`src/rtl/core/bds_pkg.sv`:
```
`timescale 1ns / 1ps
// ----------------------------------------------------------------------------
// bds_pkg
// Shared types and constants of the 2x2 RGBA8 box downsampler.
// ----------------------------------------------------------------------------
package bds_pkg;

  // default largest source width (pixels)
  localparam int MAX_WIDTH_DEF = 4096;

  // depth of the queue between front and back
  localparam int QUEUE_DEPTH = 4;

  // configuration port
  localparam int CFG_IDX_W  = 2;
  localparam int CFG_DATA_W = 16;
  localparam int SRC_W_BITS = 13;
  localparam int SRC_H_BITS = 16;

  localparam logic [CFG_IDX_W-1:0] CFG_SRC_WIDTH  = 2'd0;
  localparam logic [CFG_IDX_W-1:0] CFG_SRC_HEIGHT = 2'd1;

  // one channel of a horizontal pair sum, and four of them
  localparam int PSUM_W = 10;
  typedef logic [3:0][PSUM_W-1:0] chan_sums_t;

  // what the back end does with a queued entry
  typedef enum logic [1:0] {
    OP_WRITE  = 2'd0,  // even row: store pair sums in the line store
    OP_READ   = 2'd1,  // odd row: add stored sums and emit
    OP_DIRECT = 2'd2   // single-row image: sums already final, emit
  } op_t;

  typedef struct packed {
    op_t  op;
    logic eor;
    logic eof;
  } ctrl_t;

endpackage

```
`src/rtl/core/bds_queue.sv`:
```
`timescale 1ns / 1ps
// ----------------------------------------------------------------------------
// bds_queue
// Small register FIFO between the front and back ends.
// ----------------------------------------------------------------------------
module bds_queue #(
  parameter int W     = 8,
  parameter int DEPTH = bds_pkg::QUEUE_DEPTH
) (
  input  logic         clk,
  input  logic         rst_n,
  input  logic         push,
  input  logic [W-1:0] push_data,
  input  logic         pop,
  output logic [W-1:0] head,
  output logic         not_empty,
  output logic         full
);

  localparam int PW = (DEPTH > 1) ? $clog2(DEPTH) : 1;
  localparam int NW = $clog2(DEPTH + 1);

  logic [W-1:0]  slot_r [DEPTH];
  logic [PW-1:0] wr_ptr_r, wr_ptr_nxt;
  logic [PW-1:0] rd_ptr_r, rd_ptr_nxt;
  logic [NW-1:0] count_r, count_nxt;
  logic          do_push, do_pop;

  assign not_empty = (count_r != '0);
  assign full      = (count_r == NW'(DEPTH));
  assign head      = slot_r[rd_ptr_r];
  assign do_push   = push && !full;
  assign do_pop    = pop && not_empty;

  // pointer and fill tracking
  always_comb begin
    wr_ptr_nxt = wr_ptr_r;
    rd_ptr_nxt = rd_ptr_r;
    count_nxt  = count_r;
    if (do_push) begin
      wr_ptr_nxt = (wr_ptr_r == PW'(DEPTH - 1)) ? '0 : wr_ptr_r + PW'(1);
    end
    if (do_pop) begin
      rd_ptr_nxt = (rd_ptr_r == PW'(DEPTH - 1)) ? '0 : rd_ptr_r + PW'(1);
    end
    if (do_push && !do_pop) begin
      count_nxt = count_r + NW'(1);
    end else if (do_pop && !do_push) begin
      count_nxt = count_r - NW'(1);
    end
  end

  always_ff @(posedge clk) begin
    if (!rst_n) begin
      wr_ptr_r <= '0;
      rd_ptr_r <= '0;
      count_r  <= '0;
    end else begin
      wr_ptr_r <= wr_ptr_nxt;
      rd_ptr_r <= rd_ptr_nxt;
      count_r  <= count_nxt;
    end
  end

  // entry storage
  always_ff @(posedge clk) begin
    if (do_push) begin
      slot_r[wr_ptr_r] <= push_data;
    end
  end

endmodule

```
`config.mk`:
```
export PLATFORM = sky130hd
export DESIGN_NAME = bds_queue
export DESIGN_NICKNAME = d
export VERILOG_FILES = /design/src/rtl/core/bds_pkg.sv /design/src/rtl/core/bds_queue.sv
export SDC_FILE = /design/constraint.sdc
export NUM_CORES = 1
export LEC_CHECK = 0
export ABC_AREA = 0
export BUFFER_PORTS_ARGS = -buffer_cell sky130_fd_sc_hd__buf_4
export CAP_MARGIN = 20
export CELL_PAD_IN_SITES_DETAIL_PLACEMENT = 1
export CELL_PAD_IN_SITES_GLOBAL_PLACEMENT = 1
export CORE_ASPECT_RATIO = 1.25
export CORE_MARGIN = 2
export CORE_UTILIZATION = 36
export CTS_BUF_LIST = sky130_fd_sc_hd__clkbuf_2
export DETAILED_ROUTE_END_ITERATION = 10
export PLACE_DENSITY = 0.64
export SLEW_MARGIN = 20
export SYNTH_ARGS = -nofsm -noshare
export SYNTH_HDL_FRONTEND = slang
export SYNTH_SLANG_ARGS = --single-unit
```
`constraint.sdc`:
```
create_clock -name clk -period 2.55 [get_ports clk]
set_input_delay 0.51 -clock clk [delete_from_list [all_inputs] [get_ports clk]]
set_output_delay 0.51 -clock clk [all_outputs]
set_load 0.05 [all_outputs]
```
Yosys cells after proc, flatten, opt, wreduce, memory -nomap -nowiden
Memory sizes are Yosys's and may differ from the RTL's. A register that Yosys moved wholly into a read port is not among the register bits.
Cells that the tools add are included.
- bits in registers: 7
- memory bits (writable): 32
- bits of input ports: 12
- output and inout port bits: 10
- logic and storage cells: 28
- memories kept: 1
- add/subtract/negate cells: 4
- equal/unequal tests: 3
- multiplexer cells: 8
- reduce and logical (&&, ||, !) cells: 9
- memory list (name ; depth ; width ; rd ports ; clocked after Yosys merged registers in ; write ports ; line ; source):
    slot_r ; 4 ; 8 ; 1 ; 1 ; 1 ; bds_queue.sv:23 ; logic [W-1:0] slot_r [DEPTH];
- operators by type and width (operator ; number):
    2-bit two-way mux ; 4
    3-bit two-way mux ; 2
    2-bit by 1-bit adder with 2-bit output, second input constant ; 2
    2-bit equality test, second input constant ; 2
    1-bit logical AND ; 4
    3-bit by 1-bit adder with 3-bit output, second input constant ; 1
    3-bit equality test, second input constant ; 1
    1-bit zero test ; 3
    3-bit nonzero test ; 1
    3-bit by 1-bit subtractor with 3-bit output, second input constant ; 1
    1-bit two-way mux ; 2
    2-bit nonzero test ; 1

Logic depth before layout (Yosys ltp)
- depth after elaboration: 7
- depth in mapped cells: 9
- gate-level depth less buffers: 8

Least setup slack after synthesis
Ideal clock, no wire load.
- path type: reg2reg
- from: register count_r[1]
- to: register count_r[2]
- library setup time: 0.076 ns
- arrival time: 2.367 ns
- data required time: 2.474 ns
- path slack: 0.108 ns
- stages on the path, launching flop included: 10
- path buffers: 1
- period minus slack after synthesis: 2.442 ns
- cell sequence: dfxtp_1 > nor3b_2 > nor2b_1 > buf_2 > ha_1 > inv_1 > fa_1 > xor2_1 > or3_2 > a21boi_0
- word-level cells in the longest chain between the ends: 6
- elaborated cells on any way between the ends: 14
- classes of those cells: add/sub: 2; eq/ne: 1; mux: 2; reduce/logical: 9
- ends and longest elaborated chain (item ; line ; source):
    start: declaration ; bds_queue.sv:26 ; logic [NW-1:0] count_r, count_nxt;
    start signal: assignment ; bds_queue.sv:61 ; count_r <= count_nxt;
    3-bit equality test (*) ; bds_queue.sv:30 ; assign full = (count_r == NW'(DEPTH));
    named net full ; bds_queue.sv:17 ; output logic full
    1-bit zero test (*) ; bds_queue.sv:32 ; assign do_push = push && !full;
    1-bit logical AND (*) ; bds_queue.sv:32 ;
    named net do_push ; bds_queue.sv:27 ; logic do_push, do_pop;
    1-bit zero test ; bds_queue.sv:48 ; end else if (do_pop && !do_push) begin
    1-bit logical AND ; bds_queue.sv:48 ;
    2-bit nonzero test (no source line) ; -- ;
The timed path passes the listed nets; every way through them passes the cells marked *. The select of a mux whose other input is x is not followed.
A chain may end at the register's enable or synchronous reset.

Final worst setup path
- from: register count_r[1]
- to: register count_r[2]
- word-level cells in the longest chain between the ends: 6
- elaborated cells on any way between the ends: 14
- classes of those cells: add/sub: 2; eq/ne: 1; mux: 2; reduce/logical: 9
- ends and longest elaborated chain (item):
    branches (longest 6 deep; another with 3-bit by 1-bit subtractor with 3-bit output)
Parallel ways; which one is timed is not known. The select of a mux whose other input is x is not followed.

==> out/metrics.cfg <==
[run_status]
outcome = finished clean

[synthesis]
synthMuxAreaShare_pct = 12.9
synth_nets = 112
synth_compound_area_share_pct = 1.84
yosysWarnings = 0
synth_cells = 93
synth_top_area_cell = edfxtp_1
synth_seq_area_share_pct = 69.9
synthAdderAreaFrac_pct = 5.82
synth_top_family_by_area = multiplexers
syn_area_mm2 = 0.00163
ys_top_cells_by_area = edfxtp_1 (59%), dfxtp_1 (11%), mux4_2 (11%)
post_synth.cell_area_avg_um2 = 17.6
ys_types = 23
synth_seq_cells = 41
synth-simple-area-share_pct = 6.74
synthXorXnorAreaFrac_pct = 1.07
synth_top_area_share_pct = 58.9

[final_layout]
area_growth_syn_to_layout_pct = 19.8
drive_gt1_share_pct = 35.8
final_area_mm2 = 0.00196
nets = 138
layout_commonest_cell = edfxtp_1
utilization_pct = 44.6
layout_common_cells = edfxtp_1 (32), buf_4 (23), mux4_2 (8), dfxtp_1 (8)
diodes = 0

[pwr]
p_leak_nw = 0.715
pwr-share-clk_pct = 21.9
p_sw_share_pct = 34.3
power_switching_w = 0.000720
powerDensity_mw_per_mm2 = 1070
seqPwrFrac_pct = 43.1
comb_power_share_pct = 34.9
vdd_drop_max_mv = 0.606
internal_power_w = 0.00138

[clocking]
cts_buffer_depth = 2
clkTransAtPathRegs_ns = 0.21
cts_tree = built
post_cts_buffers = 0
insertion_delay_ns = 0.38
cts_buffers = 5
root_buffer = clkbuf_2
h-tree-depth = 2
clock_sinks = 41

[floorplanning]
initial_core_util_pct = 37.2
die_x_um = 64.2
io_pins = 22
core_mm2 = 0.00439
die_h_um = 79.3
die_area_mm2 = 0.00509
rows = 27

[setup_path]
worst_path_largest_cell_delay_ns = 0.42
crit_path_end_kind = flip-flop
cpMaxStageDelayCell = o31ai_2
crit_required_ns = 2.86
critPathLaunchType = flip-flop
crit_fanout = 5
critPathArrivalTime_ns = 2.66
cp_top_family = adder cells
worstSetupPathType = flip-flop to flip-flop
crit_buf_inv = 1
crit_path_cell_trace = o31ai_2, ha_1, inv_1, fa_1, xor2_1, or3_2, a21boi_0

[place]
dp_hpwl_mm = 2.01
numPortBuffers = 21
place_ws_ns = 0.0468
place.gp.congestion = 0.745
post_dp_cell_area_mm2 = 0.00186

[sta]
skew_ns = 0.0242
fmax_ghz = 0.426
rsz0062_at_grt = no
report.final.setup_viol = 0
worstMarginPinSlew_ns = 0.444
hold_viol = 0
finalMaxSlewViolations = 0
finalCriticalPeriod_ns = 2.35
period_share_pct = 92.0
setup_slack_ns = 0.205
max_slew_margin_pct = 70.4
tns_ns = 0

[drt]
vias = 843
wire_per_inst_um = 15.1
routed_wl_mm = 2.69
drc_errors = 0
dr.pass1.iters = 2
ant_nets = 0
detail_route.vias_per_cell = 4.74
first_iter_violations = 7

[grt]
grt_max_degree = 14
grt_overflow = 0
grt_usage_pct = 12.3
grt_pass1_vias = 927
grt_pass1_wl_mm = 4.55
grt_antenna_before_repair = 0

[flow_run]
drv_cap = 0

[min_path]
hold_class = input pin to flip-flop

state kept, by name, indices dropped and copies added, names as in the netlist, named ones only:
signal,cells
count_r,3
wr_ptr_r,2
slot_r,32
rd_ptr_r,2
power by group through the flow:
stage | combinational, W | sequential [W] | clock, W
after floorplan | 0.000567 | 0.000875 | 0
after global placement | 0.000712 | 0.000916 | 0
after detailed placement | 0.000740 | 0.000923 | 0
after CTS | 0.000741 | 0.000907 | 0.000476
after global routing | 0.000780 | 0.000927 | 0.000495
final | 0.000733 | 0.000905 | 0.000460
layout make-up:
class                           count  area (um2)
Clock buffer                        5        25.0
Clock inverter                      3        65.1
Fill cell                         461        2430
Inverter                            3        11.3
Multi-Input combinational cell     45         468
Sequential cell                    41        1140
Tap cell                           58        72.6
Timing Repair Buffer               23         173
routing by layer:
metal / routed length, um / track usage, %
met5: 0 / 0
met3: 112 / 3.12
met4: 36 / 5.74
met2: 1440 / 21.3
met1: 1110 / 14.1
kinds of logic (layout without fill, tap and decap cells):
group | Yosys count | count (layout)
buffers and inverters | 7 | 34
flip-flops | 41 | 41
adder cells (fa/ha/maj) | 7 | 7
AND/OR/NAND/NOR | 20 | 20
XOR/XNOR | 2 | 2
AO/OA/AOI/OAI | 5 | 5
multiplexers | 11 | 11
synthesized netlist by cell type (all sizes together):
| cell | n |
|---|---|
| mux4 | 8 |
| inv | 3 |
| xor2 | 1 |
| xnor2 | 1 |
| a21boi | 1 |
| nand2 | 6 |
| mux2i | 3 |
| ha | 6 |
| o21ai | 3 |
| and2 | 5 |
| edfxtp | 32 |
| nor3b | 1 |
| nor2 | 2 |
| clkbuf | 1 |
| nand3 | 2 |
| fa | 1 |
| nor2b | 2 |
| o31ai | 1 |
| dfxtp | 9 |
| or3 | 2 |
| buf | 3 |
worst paths after layout:
path / from / to / slack, ns / cells past startpoint
max reg2reg: count_r[1]$_SDFFE_PN0P_ / count_r[2]$_SDFFE_PN0P_ / 0.20 / 7
max: count_r[1]$_SDFFE_PN0P_ / count_r[2]$_SDFFE_PN0P_ / 0.20 / 7
min: push_data[5] / slot_r[3][5]$_DFFE_PP_ / 0.31 / 1
min reg2reg: wr_ptr_r[1]$_SDFFE_PN0P_ / wr_ptr_r[1]$_SDFFE_PN0P_ / 0.51 / 2
what timing repair did:
| action | in CTS | in global routing |
|---|---|---|
| setup endpoints to repair | 0 | 8 |
| resized for setup | 0 | 2 |
| endpoints found under the hold margin | 0 | 0 |
| hold buffers | 0 | 0 |
stage by stage:
step	std cells	hold WS, ns	power [W]
2_1_floorplan	93	0.468	0.00144
3_3_place_gp	170	0.487	0.00163
3_5_place_dp	170	0.496	0.00166
4_1_cts	178	0.276	0.00212
5_1_grt	178	0.274	0.00220
6_report	178	0.308	0.00210
(Power assumes the default switching activity.)
