==> src/rtl/core/bds_pkg.sv <==
`timescale 1ns / 1ps
// ----------------------------------------------------------------------------
// bds_pkg
// Shared types and constants of the 2x2 RGBA8 box downsampler.
// ----------------------------------------------------------------------------
package bds_pkg;

  // default largest source width (pixels)
  localparam int MAX_WIDTH_DEF = 4096;

  // depth of the queue between front and back
  localparam int QUEUE_DEPTH = 4;

  // configuration port
  localparam int CFG_IDX_W  = 2;
  localparam int CFG_DATA_W = 16;
  localparam int SRC_W_BITS = 13;
  localparam int SRC_H_BITS = 16;

  localparam logic [CFG_IDX_W-1:0] CFG_SRC_WIDTH  = 2'd0;
  localparam logic [CFG_IDX_W-1:0] CFG_SRC_HEIGHT = 2'd1;

  // one channel of a horizontal pair sum, and four of them
  localparam int PSUM_W = 10;
  typedef logic [3:0][PSUM_W-1:0] chan_sums_t;

  // what the back end does with a queued entry
  typedef enum logic [1:0] {
    OP_WRITE  = 2'd0,  // even row: store pair sums in the line store
    OP_READ   = 2'd1,  // odd row: add stored sums and emit
    OP_DIRECT = 2'd2   // single-row image: sums already final, emit
  } op_t;

  typedef struct packed {
    op_t  op;
    logic eor;
    logic eof;
  } ctrl_t;

endpackage

==> src/rtl/core/bds_front.sv <==
`timescale 1ns / 1ps
// ----------------------------------------------------------------------------
// bds_front
// Configuration registers, raster counters and horizontal pairing. Builds
// one queue entry per completed pixel pair that survives cropping.
// ----------------------------------------------------------------------------
module bds_front #(
  parameter int MAX_WIDTH = bds_pkg::MAX_WIDTH_DEF,
  parameter int AW        = 11
) (
  input  logic                           clk,
  input  logic                           rst_n,
  input  logic                           cfg_valid,
  input  logic [bds_pkg::CFG_IDX_W-1:0]  cfg_index,
  input  logic [bds_pkg::CFG_DATA_W-1:0] cfg_data,
  input  logic                           in_valid,
  output logic                           in_stall,
  input  logic [7:0]                     in_red,
  input  logic [7:0]                     in_green,
  input  logic [7:0]                     in_blue,
  input  logic [7:0]                     in_alpha,
  input  logic                           q_full,
  output logic                           push,
  output bds_pkg::ctrl_t                 push_ctrl,
  output logic [AW-1:0]                  push_idx,
  output bds_pkg::chan_sums_t            push_sums
);

  localparam int CW = (MAX_WIDTH > 1) ? $clog2(MAX_WIDTH) : 1;
  localparam int EW = (CW + 1 > bds_pkg::SRC_W_BITS) ? CW + 1 : bds_pkg::SRC_W_BITS;
  localparam int HW = bds_pkg::SRC_H_BITS;

  logic [bds_pkg::SRC_W_BITS-1:0] width_r, width_nxt;
  logic [HW-1:0]                  height_r, height_nxt;
  logic [CW-1:0]                  col_r, col_nxt;
  logic [HW-1:0]                  row_r, row_nxt;
  logic [31:0]                    left_r, left_nxt;

  logic           accept;
  logic           cfg_hit;
  logic [EW-1:0]  w_raw, w_eff, w_half, ow, x_e, ox_e;
  logic [HW-1:0]  h_eff, h_half, oh, oy;
  logic           w_one, h_one, x_in, y_in, have_pair;
  logic [31:0]    pix;
  bds_pkg::chan_sums_t pair;

  assign accept   = in_valid && !in_stall;
  assign in_stall = q_full;
  assign pix      = {in_alpha, in_blue, in_green, in_red};

  // effective image size and output size
  always_comb begin
    w_raw = EW'(width_r);
    if (w_raw == '0) begin
      w_eff = EW'(1);
    end else if (w_raw > EW'(MAX_WIDTH)) begin
      w_eff = EW'(MAX_WIDTH);
    end else begin
      w_eff = w_raw;
    end
    h_eff  = (height_r == '0) ? HW'(1) : height_r;
    w_one  = (w_eff == EW'(1));
    h_one  = (h_eff == HW'(1));
    w_half = w_eff >> 1;
    h_half = h_eff >> 1;
    ow     = (w_half > EW'(1)) ? w_half : EW'(1);
    oh     = (h_half > HW'(1)) ? h_half : HW'(1);
  end

  // position classification: dropped odd column or row, pair completion
  always_comb begin
    x_e       = EW'(col_r);
    ox_e      = x_e >> 1;
    oy        = h_one ? '0 : (row_r >> 1);
    x_in      = x_e < {w_eff[EW-1:1], 1'b0};
    y_in      = row_r < {h_eff[HW-1:1], 1'b0};
    have_pair = w_one || (x_in && col_r[0]);
  end

  // horizontal pair sums per channel
  always_comb begin
    for (int c = 0; c < 4; c++) begin
      if (w_one) begin
        pair[c] = {1'b0, pix[8*c +: 8], 1'b0};
      end else begin
        pair[c] = bds_pkg::PSUM_W'(left_r[8*c +: 8]) + bds_pkg::PSUM_W'(pix[8*c +: 8]);
      end
    end
  end

  // queue entry
  always_comb begin
    push           = accept && have_pair && (h_one || y_in);
    push_idx       = AW'(col_r >> 1);
    push_ctrl.eor  = (ox_e == ow - EW'(1));
    push_ctrl.eof  = (ox_e == ow - EW'(1)) && (oy == oh - HW'(1));
    if (h_one) begin
      push_ctrl.op = bds_pkg::OP_DIRECT;
    end else if (row_r[0]) begin
      push_ctrl.op = bds_pkg::OP_READ;
    end else begin
      push_ctrl.op = bds_pkg::OP_WRITE;
    end
    for (int c = 0; c < 4; c++) begin
      push_sums[c] = h_one ? (pair[c] << 1) : pair[c];
    end
  end

  // config writes and raster counters
  always_comb begin
    width_nxt  = width_r;
    height_nxt = height_r;
    col_nxt    = col_r;
    row_nxt    = row_r;
    left_nxt   = left_r;
    cfg_hit    = 1'b0;
    if (cfg_valid) begin
      unique case (cfg_index)
        bds_pkg::CFG_SRC_WIDTH: begin
          width_nxt = cfg_data[bds_pkg::SRC_W_BITS-1:0];
          cfg_hit   = 1'b1;
        end
        bds_pkg::CFG_SRC_HEIGHT: begin
          height_nxt = cfg_data[HW-1:0];
          cfg_hit    = 1'b1;
        end
        default: ;
      endcase
    end
    if (cfg_hit) begin
      col_nxt = '0;
      row_nxt = '0;
    end else if (accept) begin
      if (!w_one && x_in && !col_r[0]) begin
        left_nxt = pix;
      end
      if (x_e == w_eff - EW'(1)) begin
        col_nxt = '0;
        row_nxt = (row_r == h_eff - HW'(1)) ? '0 : row_r + HW'(1);
      end else begin
        col_nxt = col_r + CW'(1);
      end
    end
  end

  always_ff @(posedge clk) begin
    if (!rst_n) begin
      width_r  <= bds_pkg::SRC_W_BITS'(1);
      height_r <= HW'(1);
      col_r    <= '0;
      row_r    <= '0;
      left_r   <= '0;
    end else begin
      width_r  <= width_nxt;
      height_r <= height_nxt;
      col_r    <= col_nxt;
      row_r    <= row_nxt;
      left_r   <= left_nxt;
    end
  end

endmodule

==> config.mk <==
export PLATFORM = sky130hd
export DESIGN_NAME = bds_front
export DESIGN_NICKNAME = d
export VERILOG_FILES = /design/src/rtl/core/bds_pkg.sv /design/src/rtl/core/bds_front.sv
export SDC_FILE = /design/constraint.sdc
export NUM_CORES = 1
export LEC_CHECK = 0
export BUFFER_PORTS_ARGS = -buffer_cell sky130_fd_sc_hd__clkbuf_2
export CORE_MARGIN = 4
export CORE_UTILIZATION = 30
export DETAILED_ROUTE_END_ITERATION = 8
export GPL_TIMING_DRIVEN = 1
export SLEW_MARGIN = 40
export SYNTH_ARGS = -nofsm -noshare
export SYNTH_HDL_FRONTEND = slang
export SYNTH_SLANG_ARGS = --single-unit
==> constraint.sdc <==
create_clock -name clk -period 12.2 [get_ports clk]
set_input_delay 3.05 -clock clk [delete_from_list [all_inputs] [get_ports clk]]
set_output_delay 3.05 -clock clk [all_outputs]
set_load 0.05 [all_outputs]
# ---- Word-level counts from Yosys, hierarchy flattened
# Index checks and enable logic that the tools add are counted.
dict set report word_totals {
  register_bits 89
  latchBits 0
  mem_bits_rw 0
  rom_bits 0
  input_bits 55
  out_inout_bits 57
  word_cells 70
  memories 0
}
dict set report classes {
  addsub 10
  multipliers 0
  div_mod_pow 0
  n_lt_le_gt_ge 5
  n_eq_ne 7
  n_shift 0
  mux 20
  n_bitwise 2
  reduce_logical 21
}
# cell count
set op_table {}
lappend op_table {{$mux W10} 4}
lappend op_table {{$add A8 B8 Y9} 4}
lappend op_table {{$mux W9} 4}
lappend op_table {{$mux W16} 2}
lappend op_table {{$mux W15} 2}
lappend op_table {{$mux W13} 2}
lappend op_table {{$mux W12} 2}
lappend op_table {{$add A16 B1 Y16 const B} 1}
lappend op_table {{$eq A15 B16 Y1} 1}
lappend op_table {{$eq A16 B1 Y1 const B} 1}
lappend op_table {{$eq A16 B16 Y1} 1}
lappend op_table {{$logic_not A16 Y1} 1}
lappend op_table {{$lt A16 B16 Y1} 1}
lappend op_table {{$sub A15 B1 Y16 const B} 1}
lappend op_table {{$sub A16 B1 Y16 const B} 1}
lappend op_table {{$gt A15 B1 Y1 const B} 1}
lappend op_table {{$eq A11 B13 Y1} 1}
lappend op_table {{$eq A12 B13 Y1} 1}
lappend op_table {{$eq A13 B1 Y1 const B} 1}
lappend op_table {{$gt A13 B13 Y1 const B} 1}
lappend op_table {{$logic_not A13 Y1} 1}
lappend op_table {{$lt A12 B13 Y1} 1}
lappend op_table {{$sub A12 B1 Y13 const B} 1}
lappend op_table {{$sub A13 B1 Y13 const B} 1}
lappend op_table {{other kinds (13)} 28}

# ---- Logic depth before layout (Yosys ltp)
dict set report depth {
  ltp_word 8
  depth_mapped 16
  ltp_nobuf 13
}

# ---- Worst setup path after synthesis
# No wires, ideal clock.
dict set report synth_timing {
  path_type {register to output}
  startpoint {register width_r (netlist bit w_raw[3])}
  endpoint {output push_ctrl[0] in the netlist's numbering}
  arrival_time_ns 5.556
  t_required_ns 9.150
  slack_ns 3.594
  stages_incl_launch_ff 15
  n_path_buf 2
  path_cell_list {dfxtp_1 buf_6 or4_1 buf_4 nor4b_1 a21oi_1 ha_1 xor2_1 mux2i_1 nand2_1 nand3_1 nand4_1 nor4_1 nand4_1 a221oi_1}
}
# item line
set synth_rtl {}
lappend synth_rtl {{from (decl)} bds_front.sv:33} ;# logic [bds_pkg::SRC_W_BITS-1:0] width_r, width_nxt;
lappend synth_rtl {{from (signal assigned)} bds_front.sv:148} ;# width_r <= bds_pkg::SRC_W_BITS'(1);
lappend synth_rtl {{from (signal assigned)} bds_front.sv:154} ;# width_r <= width_nxt;
lappend synth_rtl {{to (decl)} bds_front.sv:24} ;# output bds_pkg::ctrl_t push_ctrl,

==> impl_metrics.csv <==
group,metric,value,unit
clocking,cts_made_buffers,9,
synth,syn_inst,1109,
global_route,grt_pass1_wl,38800,um
sta,finalCritPeriodShare,69.6,%
power,p_leak,0.00365,uW
worst_hold_path,hp-start,"left_r[31]",
clocking,clock_path_buffers,2,
clocking,cts_tree,"yes",
synth,synthesis.area,8160,um2
clocking,clock_latency,350,ps
floorplan,fp.dieH,173,um
layout,fin_nets,1275,
sta,finalHoldViolations,0,
critical_path,worstPathMaxFanout,3,
floorplan,die_w,173,um
synth,async_reset_ff_share,0,%
floorplan,core,26900,um2
critical_path,r2r_start,"w_raw[7]",
drt,postRouteAntennaNets,0,
layout,area_growth,12.2,%
global_route,antenna_found_initial,0,
synth,synth_cell_type_count,74,
synth,seq_area_frac_synth,21.8,%
critical_path,cp_cell_sequence,"clkbuf_2, ha_1, inv_1, fa_1, nor2b_1, o21ai_0, a21boi_0, o21ai_0, a21boi_0, o21ai_0, a31o_2, mux2i_1, clkbuf_2",
floorplan,die_area,29900,um2
synth,ys_ff_latch,89,
clocking,postCtsSetupRepairBufs,0,
sta,finalClockSkew,6.80,ps
clocking,hold_buffers,0,
sta,min_period,8490,ps
drt,vias_per_cell,5.20,
sta,whs,465,ps
run_status,outcome,"finished clean",
synth,synth_edf_count,0,
global_route,grt-ovfl-total,0,
place,dpl.hpwl,17600,um
sta,relSlewSlack,50.9,%
synth,postSynthAreaPerCell,7.36,um2
layout,drive_gt1_share,13.8,%
critical_path,cp.arrival,5440,ps
place,place_congestion,0.873,
sta,timing.setup.tns,0,ps
drt,initialDrtViolationCount,460,
clocking,htreeDepth,3,
clocking,cts_resized,0,
worst_hold_path,hold_path.class,"reg2reg",
floorplan,ioPinCount,112,
sta,finalMaxSlewViolations,0,
critical_path,max_stage_delay,360,ps
synth,yosys_warnings,0,
critical_path,startpoint,"in_alpha[0]",
sta,setup_violations,0,
drt,firstDrtPassIters,5,
place,io_buffers,111,
layout,diodes,0,
layout,most-common-layout-cells,"145 x nand2_1, 110 x clkbuf_2, 100 x o21ai_0",
clocking,clkTransAtPathRegs,70,ps
critical_path,worstSetupEndpointType,"output port",
clocking,cts.sinks,89,
global_route,grt_pass1_vias,7549,
synth,synth-main-ff-cell,"dfxtp_1",
critical_path,crit_type,"in2out",
sta,max_clock_freq,0.118,GHz
critical_path,critPathMostFrequentCell,"o21ai_0",
drt,avgRoutedWirePerCell,15.4,um
drt,num_vias,7790,
global_route,grt_max_degree,94,
critical_path,start_kind,"input port",
floorplan,fp-row-count,60,
synth,synth_fp_nets,1232,
sta,worstMarginPinSlew,736,ps
critical_path,critPathSlowestCell,"fa_1",
floorplan,start_util,30.4,%
drt,drt-total-wl,23000,um
sta,rsz0062_at_grt,"false",
critical_path,cp_data_required_time,9150,ps
power,ir_drop,0.000110,V
clocking,root_buffer,"clkbuf_16",
flow_run,cap_viol_max_count,0,
drt,drc_errors,0,
power,p_per_area,120,nW/um2
layout,final_common_cell,"nand2_1",
global_route,track_usage,15.2,%
cells in the mapped netlist, types with 11 or more instances:
cell      number  share of area [%]
xnor2_1       69                7.4
a31oi_1       11               0.84
ha_1          64                9.8
o21ai_0      100                6.1
dfxtp_1       89                 22
nor4_1        23                1.8
nor3_1        17                1.0
buf_4         15                1.4
a21oi_1       36                2.2
nor2b_1       12               0.92
nand2_1      147                6.8
mux2i_1       27                3.3
inv_1         54                2.5
nand2b_1      19                1.5
a21boi_0      36                3.3
clkbuf_1      64                2.9
nand3_1       56                3.4
and3_1        12               0.92
a21o_1        15                1.4
xor2_1        26                2.8
nand4_1       11               0.84
nor2_1        78                3.6
report_power, final:
group          internal (uW)  switching (uW)  leakage, uW
registers                298            10.8     0.000720
clock network            187             124     0.000158
logic                    139             342      0.00277
metal layers:
| metal | routed length (um) | GRT usage (%) | up-vias | share of wire (%) |
|---|---|---|---|---|
| met3 | 1410 | 3.28 | 17 | 6.1 |
| li1 | - | - | 3953 | - |
| met1 | 11200 | 21.6 | 3613 | 49 |
| met2 | 10200 | 24.1 | 207 | 44 |
| met5 | 0 | 0 | - | 0 |
| met4 | 257 | 2.66 | 0 | 1.1 |
state kept, by name, summed over array words and instances (netlist names):
name      count
left_r       32
height_r     16
col_r        12
w_raw        13
row_r        16
worst paths after layout:
kind / slack (ps) / to / cells after the start
max: 3710 / push_sums[38] / 13
min: 460 / left_r[31] / 2
max reg2reg: 7450 / row_r[2] / 12
min reg2reg: 460 / left_r[31] / 2
cells by family after synthesis:
logic type,Yosys count,synth area share (%)
buffers and inverters,141,7.58
adders and majority gates,68,10.8
DFF,89,21.8
xor gates and xnor gates,95,10.2
muxes,29,3.59
and+or+nand+nor,432,26.0
AOI/OAI and AO/OA,255,20.0
critical path: cells and delay by family:
family | cells | cell delay (ps)
compound gates | 6 | 1140
fa+ha+maj | 2 | 530
buf+inv | 3 | 450
mux | 1 | 120
simple gates | 1 | 140
final cells by class:
type                            instances  area, um2
Clock inverter                          5       87.6
Sequential cell                        89       1780
Fill cell                            2899      17700
Tap cell                              341        427
Multi-Input combinational cell        879       5790
Timing Repair Buffer                  118        612
Clock buffer                           11        243
Inverter                               55        206
metrics by stage:
step / util, % / total power [uW] / cell area [um2] / std cells / setup WS [ps]
floorplan: - / 687 / 8160 / 1109 / 3590
global placement: 32.7 / 793 / 8790 / 1482 / 3770
detailed placement: 32.8 / 794 / 8810 / 1482 / 3710
CTS: 34.0 / 1110 / 9140 / 1498 / 3700
global route: 34.1 / 1160 / 9150 / 1498 / 3400
finish: 34.1 / 1100 / 9150 / 1498 / 3710
(Power assumes the default switching activity.)
